**src/sv/ctwd_pkg.sv**
```systemverilog
`timescale 1ns / 1ps
// Shared types and constants for the compressed text word decoder.
package ctwd_pkg;

    localparam int SPACE_COUNT_WIDTH_DEF = 16;
    localparam int WORD_BYTES            = 6;
    localparam int BYTE_W                = 8;
    localparam int WORD_W                = WORD_BYTES * BYTE_W;
    localparam int IDX_W                 = $clog2(WORD_BYTES);
    localparam int CODE_W                = 7;
    localparam int OUT_SPACES_W          = 16;

    localparam logic [BYTE_W-1:0] CODE_NEWLINE  = 8'd10;
    localparam logic [BYTE_W-1:0] CODE_SPACE    = 8'd32;
    localparam logic [BYTE_W-1:0] CODE_RUN_BASE = 8'o200;
    localparam logic [BYTE_W-1:0] BYTE_MASK     = 8'hFF;

    localparam logic KIND_CHAR = 1'b0;
    localparam logic KIND_EOL  = 1'b1;

    typedef enum logic [1:0] {
        CLS_RUN,
        CLS_SPACE,
        CLS_CHAR,
        CLS_NEWLINE
    } byte_class_t;

    typedef struct packed {
        byte_class_t         cls;
        logic [CODE_W-1:0]   val;
        logic                last;
    } byte_entry_t;

    typedef struct packed {
        logic                          title;
        byte_entry_t [WORD_BYTES-1:0]  bytes;
    } word_entry_t;

endpackage

```
**src/sv/ctwd_if.sv**
```systemverilog
`timescale 1ns / 1ps
// Word and result channel interfaces for the compressed text word decoder.
interface ctwd_word_if;
    logic                               valid;
    logic                               ready;
    logic [ctwd_pkg::WORD_W-1:0]        packed_word;
    logic                               title_marker;

    modport source (output valid, output packed_word, output title_marker, input ready);
    modport sink   (input valid, input packed_word, input title_marker, output ready);
endinterface

interface ctwd_result_if;
    logic                               valid;
    logic                               ready;
    logic                               kind;
    logic [ctwd_pkg::OUT_SPACES_W-1:0]  leading_spaces;
    logic [ctwd_pkg::CODE_W-1:0]        char_code;
    logic                               last;

    modport source (output valid, output kind, output leading_spaces, output char_code,
                    output last, input ready);
    modport sink   (input valid, input kind, input leading_spaces, input char_code,
                    input last, output ready);
endinterface

```
**src/sv/compressed_text_word_decoder.sv**
```systemverilog
`timescale 1ns / 1ps
// Top level of the compressed text word decoder: front end, queue, back end.
// Each request on words carries six text codes and is classified on entry and parked in a
// two-entry queue, so words are taken while the back end is still busy. The back end walks
// one code per cycle unless a result is stalled: a full word is walked to its sixth code, a
// word ended by a newline up to and including the newline, and a title-marker word is popped
// without a walk. A result leaves through the queue entry and then an output register, and a
// stalled result holds the walk only at codes that give a result.
module compressed_text_word_decoder #(
    parameter int SPACE_COUNT_WIDTH = ctwd_pkg::SPACE_COUNT_WIDTH_DEF
) (
    input  logic          clk,
    input  logic          rst_n,
    ctwd_word_if.sink     words,
    ctwd_result_if.source results
);

    logic                  push;
    logic                  full;
    logic                  pop;
    logic                  q_valid;
    ctwd_pkg::word_entry_t push_data;
    ctwd_pkg::word_entry_t q_data;

    ctwd_front u_front (
        .words     (words),
        .full      (full),
        .push      (push),
        .push_data (push_data)
    );

    ctwd_fifo u_fifo (
        .clk       (clk),
        .rst_n     (rst_n),
        .push      (push),
        .push_data (push_data),
        .full      (full),
        .pop       (pop),
        .rd_valid  (q_valid),
        .rd_data   (q_data)
    );

    ctwd_back #(
        .SPACE_COUNT_WIDTH (SPACE_COUNT_WIDTH)
    ) u_back (
        .clk     (clk),
        .rst_n   (rst_n),
        .q_valid (q_valid),
        .q_data  (q_data),
        .pop     (pop),
        .results (results)
    );

    a_pop_needs_entry: assert property (@(posedge clk) disable iff (!rst_n)
        pop |-> q_valid)
        else $error("queue popped while empty");

    a_accept_fills_queue: assert property (@(posedge clk) disable iff (!rst_n)
        (words.valid && words.ready && !q_valid) |=> q_valid)
        else $error("accepted word did not reach the queue");

    a_eol_fields: assert property (@(posedge clk) disable iff (!rst_n)
        (results.valid && (results.kind == ctwd_pkg::KIND_EOL)) |->
            ((results.leading_spaces == '0) && (results.char_code == '0) && results.last))
        else $error("end-of-line result carries bad fields");

endmodule

```
**src/sv/ctwd_front.sv**
```systemverilog
`timescale 1ns / 1ps
// Front end: accepts words, classifies each code and marks the last result.
module ctwd_front (
    ctwd_word_if.sink              words,
    input  logic                   full,
    output logic                   push,
    output ctwd_pkg::word_entry_t  push_data
);

    logic [ctwd_pkg::BYTE_W-1:0]     code [ctwd_pkg::WORD_BYTES];
    logic [ctwd_pkg::WORD_BYTES-1:0] has_result;
    logic [ctwd_pkg::WORD_BYTES-1:0] result_after;

    assign words.ready = !full;
    assign push        = words.valid && !full;

    always_comb
    begin
        push_data       = '0;
        push_data.title = words.title_marker;
        for (int i = 0; i < ctwd_pkg::WORD_BYTES; i++)
        begin
            code[i] = words.packed_word[ctwd_pkg::WORD_W-1-ctwd_pkg::BYTE_W*i -: ctwd_pkg::BYTE_W]
                      & ctwd_pkg::BYTE_MASK;
            push_data.bytes[i].val = code[i][ctwd_pkg::CODE_W-1:0];
            if (code[i] == ctwd_pkg::CODE_NEWLINE)
            begin
                push_data.bytes[i].cls = ctwd_pkg::CLS_NEWLINE;
            end
            else if (code[i] >= ctwd_pkg::CODE_RUN_BASE)
            begin
                push_data.bytes[i].cls = ctwd_pkg::CLS_RUN;
            end
            else if (code[i] == ctwd_pkg::CODE_SPACE)
            begin
                push_data.bytes[i].cls = ctwd_pkg::CLS_SPACE;
            end
            else
            begin
                push_data.bytes[i].cls = ctwd_pkg::CLS_CHAR;
            end
            has_result[i] = (push_data.bytes[i].cls == ctwd_pkg::CLS_CHAR) ||
                            (push_data.bytes[i].cls == ctwd_pkg::CLS_NEWLINE);
        end

        // result_after[i]: some later code in the word also gives a result
        result_after[ctwd_pkg::WORD_BYTES-1] = 1'b0;
        for (int i = ctwd_pkg::WORD_BYTES - 2; i >= 0; i--)
        begin
            result_after[i] = result_after[i+1] || has_result[i+1];
        end

        for (int i = 0; i < ctwd_pkg::WORD_BYTES; i++)
        begin
            push_data.bytes[i].last = has_result[i] &&
                ((push_data.bytes[i].cls == ctwd_pkg::CLS_NEWLINE) || !result_after[i]);
        end
    end

endmodule

```
**src/sv/ctwd_fifo.sv**
```systemverilog
`timescale 1ns / 1ps
// Two-entry queue between the classifying front end and the decoding back end.
module ctwd_fifo (
    input  logic                   clk,
    input  logic                   rst_n,
    input  logic                   push,
    input  ctwd_pkg::word_entry_t  push_data,
    output logic                   full,
    input  logic                   pop,
    output logic                   rd_valid,
    output ctwd_pkg::word_entry_t  rd_data
);

    ctwd_pkg::word_entry_t entry_reg [2];
    logic       wr_ptr_reg, wr_ptr_next;
    logic       rd_ptr_reg, rd_ptr_next;
    logic [1:0] count_reg, count_next;

    assign full     = (count_reg == 2'd2);
    assign rd_valid = (count_reg != 2'd0);
    assign rd_data  = entry_reg[rd_ptr_reg];

    always_comb
    begin
        wr_ptr_next = push ? !wr_ptr_reg : wr_ptr_reg;
        rd_ptr_next = pop  ? !rd_ptr_reg : rd_ptr_reg;
        count_next  = count_reg + 2'(push) - 2'(pop);
    end

    always_ff @(posedge clk or negedge rst_n)
    begin
        if (!rst_n)
        begin
            wr_ptr_reg <= 1'b0;
            rd_ptr_reg <= 1'b0;
            count_reg  <= 2'd0;
        end
        else
        begin
            wr_ptr_reg <= wr_ptr_next;
            rd_ptr_reg <= rd_ptr_next;
            count_reg  <= count_next;
        end
    end

    always_ff @(posedge clk)
    begin
        if (push)
        begin
            entry_reg[wr_ptr_reg] <= push_data;
        end
    end

endmodule

```
**src/sv/ctwd_back.sv**
```systemverilog
`timescale 1ns / 1ps
// Back end: walks one code per cycle unless a result stalls, keeps the pending space count, drives results.
module ctwd_back #(
    parameter int SPACE_COUNT_WIDTH = ctwd_pkg::SPACE_COUNT_WIDTH_DEF
) (
    input  logic                   clk,
    input  logic                   rst_n,
    input  logic                   q_valid,
    input  ctwd_pkg::word_entry_t  q_data,
    output logic                   pop,
    ctwd_result_if.source          results
);

    localparam int W     = SPACE_COUNT_WIDTH;
    localparam int EXT_W = (W > ctwd_pkg::OUT_SPACES_W) ? W : ctwd_pkg::OUT_SPACES_W;
    localparam logic [ctwd_pkg::IDX_W-1:0] LAST_IDX = ctwd_pkg::IDX_W'(ctwd_pkg::WORD_BYTES - 1);

    logic [W-1:0]                    pending_reg, pending_next;
    logic [ctwd_pkg::IDX_W-1:0]      idx_reg, idx_next;
    logic                            out_valid_reg, out_valid_next;
    logic                            kind_reg;
    logic [ctwd_pkg::OUT_SPACES_W-1:0] spaces_reg;
    logic [ctwd_pkg::CODE_W-1:0]     code_reg;
    logic                            last_reg;

    ctwd_pkg::byte_entry_t           cur;
    logic [ctwd_pkg::CODE_W-1:0]     add_amt;
    logic [W:0]                      sum;
    logic [W-1:0]                    sat_sum;
    logic [EXT_W-1:0]                pending_ext;
    logic [ctwd_pkg::OUT_SPACES_W-1:0] spaces_out;
    logic                            out_free;
    logic                            is_result;
    logic                            step;
    logic                            load;

    assign results.valid          = out_valid_reg;
    assign results.kind           = kind_reg;
    assign results.leading_spaces = spaces_reg;
    assign results.char_code      = code_reg;
    assign results.last           = last_reg;

    always_comb
    begin
        cur       = q_data.bytes[idx_reg];
        add_amt   = (cur.cls == ctwd_pkg::CLS_SPACE) ? ctwd_pkg::CODE_W'(1) : cur.val;
        sum       = {1'b0, pending_reg} + (W+1)'(add_amt);
        // hold at all ones on overflow
        sat_sum   = sum[W] ? {W{1'b1}} : sum[W-1:0];

        pending_ext = EXT_W'(pending_reg);
        spaces_out  = (pending_ext > EXT_W'({ctwd_pkg::OUT_SPACES_W{1'b1}})) ?
                      {ctwd_pkg::OUT_SPACES_W{1'b1}} : pending_ext[ctwd_pkg::OUT_SPACES_W-1:0];

        out_free  = !out_valid_reg || results.ready;
        is_result = (cur.cls == ctwd_pkg::CLS_CHAR) || (cur.cls == ctwd_pkg::CLS_NEWLINE);
        step      = q_valid && !q_data.title && (!is_result || out_free);
        load      = step && is_result;

        pending_next = pending_reg;
        idx_next     = idx_reg;
        pop          = 1'b0;

        if (q_valid && q_data.title)
        begin
            pending_next = '0;
            idx_next     = '0;
            pop          = 1'b1;
        end
        else if (step)
        begin
            case (cur.cls)
                ctwd_pkg::CLS_RUN,
                ctwd_pkg::CLS_SPACE:   pending_next = sat_sum;
                ctwd_pkg::CLS_CHAR,
                ctwd_pkg::CLS_NEWLINE: pending_next = '0;
                default:               pending_next = pending_reg;
            endcase
            // newline skips the rest of the word
            if ((cur.cls == ctwd_pkg::CLS_NEWLINE) || (idx_reg == LAST_IDX))
            begin
                idx_next = '0;
                pop      = 1'b1;
            end
            else
            begin
                idx_next = idx_reg + 1'b1;
            end
        end

        out_valid_next = load ? 1'b1 : (results.ready ? 1'b0 : out_valid_reg);
    end

    always_ff @(posedge clk or negedge rst_n)
    begin
        if (!rst_n)
        begin
            pending_reg   <= '0;
            idx_reg       <= '0;
            out_valid_reg <= 1'b0;
        end
        else
        begin
            pending_reg   <= pending_next;
            idx_reg       <= idx_next;
            out_valid_reg <= out_valid_next;
        end
    end

    always_ff @(posedge clk)
    begin
        if (load)
        begin
            if (cur.cls == ctwd_pkg::CLS_NEWLINE)
            begin
                kind_reg   <= ctwd_pkg::KIND_EOL;
                spaces_reg <= '0;
                code_reg   <= '0;
            end
            else
            begin
                kind_reg   <= ctwd_pkg::KIND_CHAR;
                spaces_reg <= spaces_out;
                code_reg   <= cur.val;
            end
            last_reg <= cur.last;
        end
    end

endmodule

```
**src/flat_wrapper.sv**
```systemverilog
// flat-port wrapper written by rule: the top's interface ports become plain ports
module compressed_text_word_decoder_flat 
#(
    parameter int SPACE_COUNT_WIDTH = ctwd_pkg::SPACE_COUNT_WIDTH_DEF
)
  (clk, rst_n, words_valid, words_packed_word, words_title_marker, words_ready, results_valid, results_kind, results_leading_spaces, results_char_code, results_last, results_ready);
  ctwd_word_if words_i ();
  ctwd_result_if results_i ();
  input  logic clk;
  input  logic rst_n;
  input wire logic [$bits(words_i.valid)-1:0] words_valid;
  input wire logic [$bits(words_i.packed_word)-1:0] words_packed_word;
  input wire logic [$bits(words_i.title_marker)-1:0] words_title_marker;
  output wire logic [$bits(words_i.ready)-1:0] words_ready;
  output wire logic [$bits(results_i.valid)-1:0] results_valid;
  output wire logic [$bits(results_i.kind)-1:0] results_kind;
  output wire logic [$bits(results_i.leading_spaces)-1:0] results_leading_spaces;
  output wire logic [$bits(results_i.char_code)-1:0] results_char_code;
  output wire logic [$bits(results_i.last)-1:0] results_last;
  input wire logic [$bits(results_i.ready)-1:0] results_ready;
  assign words_i.valid = words_valid;
  assign words_i.packed_word = words_packed_word;
  assign words_i.title_marker = words_title_marker;
  assign words_ready = words_i.ready;
  assign results_valid = results_i.valid;
  assign results_kind = results_i.kind;
  assign results_leading_spaces = results_i.leading_spaces;
  assign results_char_code = results_i.char_code;
  assign results_last = results_i.last;
  assign results_i.ready = results_ready;
  compressed_text_word_decoder #(.SPACE_COUNT_WIDTH(SPACE_COUNT_WIDTH)) u_core (.clk(clk), .rst_n(rst_n), .words(words_i), .results(results_i));
endmodule
```
**config.mk**
```make
export PLATFORM = sky130hd
export DESIGN_NAME = compressed_text_word_decoder_flat
export DESIGN_NICKNAME = d
export VERILOG_FILES = /design/src/sv/ctwd_pkg.sv /design/src/sv/ctwd_if.sv /design/src/sv/compressed_text_word_decoder.sv /design/src/sv/ctwd_front.sv /design/src/sv/ctwd_fifo.sv /design/src/sv/ctwd_back.sv /design/src/flat_wrapper.sv
export SDC_FILE = /design/constraint.sdc
export NUM_CORES = 1
export LEC_CHECK = 0
export BUFFER_PORTS_ARGS = -buffer_cell sky130_fd_sc_hd__buf_2
export CORE_ASPECT_RATIO = 0.8
export CORE_MARGIN = 2
export CORE_UTILIZATION = 35
export DETAILED_ROUTE_END_ITERATION = 6
export PLACE_DENSITY = 0.51
export SLEW_MARGIN = 10
export SYNTH_ARGS = -nofsm -noshare
export SYNTH_HDL_FRONTEND = slang
export SYNTH_HIERARCHICAL = 1
export SYNTH_SLANG_ARGS = --single-unit
```
**constraint.sdc**
```tcl
create_clock -name clk -period 5.8 [get_ports clk]
set_input_delay 0 -clock clk [delete_from_list [all_inputs] [get_ports clk]]
set_output_delay 0 -clock clk [all_outputs]
set_load 0.005 [all_outputs]
```
# Yosys cells after proc, flatten, opt, wreduce, memory -nomap -nowiden

Memory sizes are Yosys's and may differ from the RTL's.
Cells that the tools add are included.

Memories kept: 1
Memory bits (writable): 122
Output and inout port bits: 27
Flip-flop bits (word level): 49
Word-level logic and storage cells: 135
Input bits: 53

Memories:

| memory                  | depth | bits a word | rd ports | clocked after memory_dff | wr ports | RTL line        | text |
|---|---|---|---|---|---|---|---|
| u_core.u_fifo.entry_reg | 2     | 61          | 1        | 0                        | 1        | ctwd_fifo.sv:14 | `ctwd_pkg::word_entry_t entry_reg [2];` |

Multiplexer cells: 37
Order comparisons: 8
Equality and inequality tests: 29
Add/sub/neg operators: 4
Reduce and logical (&&, ||, !) cells: 46

Operators with widths:

| operator             | number |
|---|---|
| $mux 16              | 4 |
| $eq 8x4->1 const B   | 6 |
| $eq 8x6->1 const B   | 6 |
| $ge 8x8->1 const B   | 6 |
| $mux 2               | 18 |
| $pmux 16 s2          | 1 |
| $bmux 10 s3          | 1 |
| $eq 2x2->1 const B   | 15 |
| $logic_or 1x1->1     | 19 |
| $add 16x7->17        | 1 |
| $gt 16x16->1 const B | 1 |
| $logic_not 1->1      | 11 |
| $logic_and 1x1->1    | 10 |
| $mux 10              | 1 |
| $mux 3               | 3 |
| $mux 1               | 8 |
| $mux 7               | 1 |
| $reduce_bool 2->1    | 3 |
| $lt 3x4->1 const B   | 1 |
| $reduce_or 2->1      | 2 |
| $add 3x1->3 const B  | 1 |
| $eq 3x3->1 const B   | 1 |
| $add 2x1->2          | 1 |
| $eq 2x1->1 const B   | 1 |
| 2 further kinds      | 2 |

# Depth between registers and ports, before layout

Word-level depth: 13
Mapped depth: 15
Depth with buffers taken out: 13

# Hierarchy

The synthesis kept the hierarchy.

Modules (own cells, without submodules):

| module     | times used | cells an instance | area an instance (um^2) | seq. area each (um^2) |
|---|---|---|---|---|
| ctwd_fifo  | 1          | 205               | 4902.2                  | 3763.6 |
| ctwd_back  | 1          | 271               | 2781.4                  | 1251.2 |
| ctwd_front | 1          | 102               | 757.0                   | 0.0 |

# Worst setup path before layout

OpenSTA, ideal clock, no wires.

Path type: register to register
Start: reg u_core.u_fifo.count_reg[1]
End: mem u_core/u_fifo/entry_reg[0][0] (netlist bit), enable pin
Path buffers: 0
Path slack: 1820 ps
Arrival: 3492 ps
Clock period less this slack: 3980 ps
Stages on the path, launching flop included: 4
Library setup time: 487 ps
Required time: 5313 ps
Cells stage by stage: dfrtp_1 > nor2b_1 > nor2b_1 > nor2b_1

Cells in the longest elaborated chain, start to end: 5

RTL lines:

| element                      | RTL line                           | text |
|---|---|---|
| from (decl)                  | ctwd_fifo.sv:17                    | `logic [1:0] count_reg, count_next;` |
| from (signal assigned)       | ctwd_fifo.sv:42                    | `count_reg <= count_next;` |
| $eq 2x2->1                   | ctwd_fifo.sv:19                    | `assign full = (count_reg == 2'd2);` |
| named net u_core.full        | compressed_text_word_decoder.sv:19 | `logic full;` |
| $logic_not 1->1              | ctwd_front.sv:15                   | `assign push = words.valid && !full;` |
| $logic_and 1x1->1            | ctwd_front.sv:15                   |  |
| named net u_core.push        | compressed_text_word_decoder.sv:18 | `logic push;` |
| $mux 1                       | ctwd_fifo.sv:48                    | `if (push)` |
| $mux 1 (implied by the code) | ctwd_fifo.sv:50                    | `entry_reg[wr_ptr_reg] <= push_data;` |
| to (decl)                    | ctwd_fifo.sv:14                    |  |

The timed path passes the listed nets, and every way through them passes these cells.

==> summary.md <==
| Metric | Value |
|---|---|
| Core area | `23500 um^2` |
| Gpl congestion | `approximately 0.85` |
| Clock transition at the registers of the reported paths | `0.07 ns` |
| Critical Path Stages | `13` |
| All-layer global routing usage | `0.140` |
| RSZ-0062 raised after global routing | `no` |
| R2R Path End | `u_core/u_back/pending_ext[15]$_DFFE_PN0P_` |
| Leak Pwr | `approximately 0.0038 uW` |
| Vias in the first global route | `approximately 4900` |
| FFs w/ async S/R, synth | `0.140` |
| Root Driver | `clkbuf_16` |
| Grt total ovfl | `0` |
| Syn avg cell area | `approximately 15 um^2` |
| Synthesis Warnings | `6` |
| Worst Setup Path Type | `reg -> reg` |
| Worst path arrival time | `5.12 ns` |
| Ports | `80` |
| Initial antenna violation count | `1` |
| Number of diodes | `0` |
| Post-Syn Nets | `643` |
| Layout cell share with drive strength beyond 1 | `0.307` |
| Total Neg Setup Slack | `0 ns` |
| Synth-to-layout area growth | `18.0%` |
| Hold/Removal Path Class | `in -> async` |
| Critical path capture point type | `flip-flop` |
| Commonest non-fill, non-tap cell in the layout | `edfxtp_1` |
| Post-Syn Area | `8440 um^2` |
| Critical-path maximum fanout | `between 40 and 50` |
| # DRC | `0` |
| Endpoints failing hold | `0` |
| Largest net degree at the start of global routing | `between 60 and 70` |
| Post-DR vias/cell | `~4.8` |
| Cts repair resizes | `0` |
| Final WL | `16600 um` |
| Hpwl dp | `11500 um` |
| Die Y | `about 140 um` |
| FF+latch area | `around 5000 um^2` |
| Clock sinks | `approximately 170` |
| Max-slew headroom | `0.305` |
| Most frequent cells in the layout | `edfxtp_1 (147), buf_2 (79), mux2_4 (59), dlygate4sd3_1 (52), nor2_1 (38)` |
| Synth Instances | `about 580` |
| PortBufs | `79` |
| DIE WIDTH | `~180 um` |
| Row count | `50` |
| Max clock buf depth | `2` |
| Max Freq | `~210 MHz` |
| Crit path launch | `u_core/u_fifo/rd_ptr_reg$_DFFE_PN0P_` |
| DRT Pass-1 Iters | `5` |
| DRT iter0 DRCs | `between 400 and 500` |
| Most used DFF post-synth | `edfxtp_1` |
| Final Critical Period | `4.75 ns` |
| Multi-input gate area | `just under 3000 um^2` |
| H-tree Lvls | `4` |
| Cell Chain, Critical Path | `buf_4, mux2_4, mux2i_1, or3_1, a21boi_1, nand2b_1, ha_1, fa_1, a21oi_1, o211a_1, nor3_1, a31o_2, a221o_1` |
| Status | `finished, final reports clean` |
| Max reg flops | `between 100 and 150` |
| Reg2reg start | `u_core/u_fifo/rd_ptr_reg$_DFFE_PN0P_` |
| Register area share after synthesis | `0.594` |
| TritonCTS clock tree | `built` |
| DIE AREA | `25400 um^2` |
| Part of the cycle the worst path needs | `0.820` |
| Setup Skew | `roughly 0.014 ns` |
| Final net count | `740` |
| Pwr/cell area | `~490 nW/um^2` |
| Via Count | `about 4800` |
| Post-synth EDFFs | `between 100 and 150` |
| Max incr delay on CP | `0.97 ns` |
| Worst skew pair latency | `around 0.43 ns` |
| CP endpoint | `u_core/u_back/pending_ext[15]$_DFFE_PN0P_` |
| CP delay by family, top | `simple AND/OR/NAND/NOR gates` |
| Slew Limit Fails | `0` |
| Worst IR Drop VDD | `approximately 230 uV` |
| CP max stage cell | `dfrtp_4` |
| Wire length per cell | `between 15 and 20 um` |
| Startpoint Class | `flip-flop` |
| Starting density of the core | `0.359` |
| Cell variety after synth | `65` |
| Worst-case reg-to-reg path depth | `13` |
| Crit path buf inv count | `1` |
| Reg2reg setup slack | `1.05 ns` |
| CTS buffer count | `17` |
| Power consumption | `~4900 uW` |
| Max cap viols | `0` |
| ANT nets after route | `0` |
| Post-synthesis register bit count | `171` |
| Final setup vio count | `0` |
| Worst Path Required | `~6 ns` |
| First-pass GRT wire length | `~26000 um` |
| Slew @ Worst Pin | `between 1 and 1.5 ns` |
| Filler cells | `2187` |
==> logic make-up after synthesis <==
logic type                 count (synthesis)  synth area share
and+or+nand+nor                          149            0.0989
DFF                                      171             0.594
xor gates and xnor gates                   7           0.00904
muxes                                     83             0.146
buffers and inverters                     72            0.0661
AOI/OAI and AO/OA                         84            0.0674
adders and majority gates                 12            0.0187
==> worst register-to-register path, cell delays in order (launching register included) <==
cell and delay [ns]:
dfrtp_4 0.97, buf_4 0.53, mux2_4 0.23, mux2i_1 0.08, or3_1 0.31, a21boi_1 0.41
nand2b_1 0.19, ha_1 0.21, fa_1 0.23, a21oi_1 0.13, o211a_1 0.26, nor3_1 0.83
a31o_2 0.21, a221o_1 0.13
==> per-stage QoR <==
stage	hold WS [ns]	worst slack [ns]	instances	area [um^2]	utilization
3_3_place_gp	0.0284	1.20	916	8790	0.374
2_1_floorplan	-0.296	1.82	578	8440	-
3_5_place_dp	0.0344	1.07	916	8790	0.374
4_1_cts	0.109	1.05	1000	9960	0.423
6_report	0.111	1.05	1000	9960	0.423
5_1_grt	0.145	0.580	1000	9960	0.423
==> metal layers <==
layer,part of all wire,vias up,track usage
met5,0,-,0
met4,0.0078,0,0.0453
met3,0.056,6,0.0378
met2,0.45,109,0.207
met1,0.49,2303,0.198
li1,-,2335,-
==> cells in the mapped netlist (3+ instances only) <==
cell      number  area share
a211oi_1       3      0.0027
a21o_1         4      0.0036
a21oi_1       21       0.012
a22o_1         3      0.0031
a31oi_1        3      0.0022
and2_1        18       0.013
buf_12         6       0.014
buf_2          5      0.0030
buf_4         45       0.040
clkbuf_1       3      0.0013
dfrtp_1       24       0.071
edfxtp_1     147        0.52
ha_1          11       0.016
inv_1          9      0.0040
mux2_2         3      0.0040
mux2_4        59        0.10
mux2i_1       13       0.015
mux4_2         8       0.021
nand2_1       37       0.016
nand2b_1       5      0.0037
nand3_1        5      0.0030
nand4_1        4      0.0030
nor2_1        38       0.017
nor2b_1        7      0.0052
nor3_1         6      0.0036
nor3b_1        6      0.0053
nor4_1         3      0.0022
nor4_4         4       0.010
o211ai_1       7      0.0062
o21ai_0       13      0.0077
o22ai_1        5      0.0037
or4_1          4      0.0036
xor2_1         5      0.0052
==> power by group <==
| group | total [uW] | leakage (uW) | internal [uW] | switching, uW |
|---|---|---|---|---|
| clock network | 1220 | 0.000316 | 703 | 516 |
| registers | 1900 | 0.00170 | 1720 | 186 |
| logic | 1760 | 0.00182 | 825 | 934 |
| total | 4880 | 0.00383 | 3240 | 1640 |
==> how the worst min path moves through the flow <==
stage / to / from
final: u_core/u_back/pending_ext[1]$_DFFE_PN0P_ / rst_n
after global routing: u_core/u_back/pending_ext[7]$_DFFE_PN0P_ / rst_n
after CTS: u_core/u_back/pending_ext[7]$_DFFE_PN0P_ / rst_n
after detailed placement: u_core/u_back/pending_ext[1]$_DFFE_PN0P_ / rst_n
after global placement: u_core/u_back/pending_ext[1]$_DFFE_PN0P_ / rst_n
after floorplan: u_core/u_back/idx_reg[0]$_DFFE_PN0P_ / rst_n
==> final cells by class <==
| class | instances | share of cell area |
|---|---|---|
| inverters | 11 | 0.00415 |
| repair buffers | 139 | 0.0980 |
| multi-input cells | 335 | 0.289 |
| clock inverters | 15 | 0.0224 |
| clock buffers | 17 | 0.0427 |
| well taps | 312 | 0.0392 |
| flip-flops and latches | 171 | 0.504 |
==> timing repair <==
item | CTS | global route
hold buffers | 52 | 0
endpoints found under the hold margin | 134 | 0
buffers inserted | 0 | 0
No activity file was read; power rests on OpenSTA's default activity.
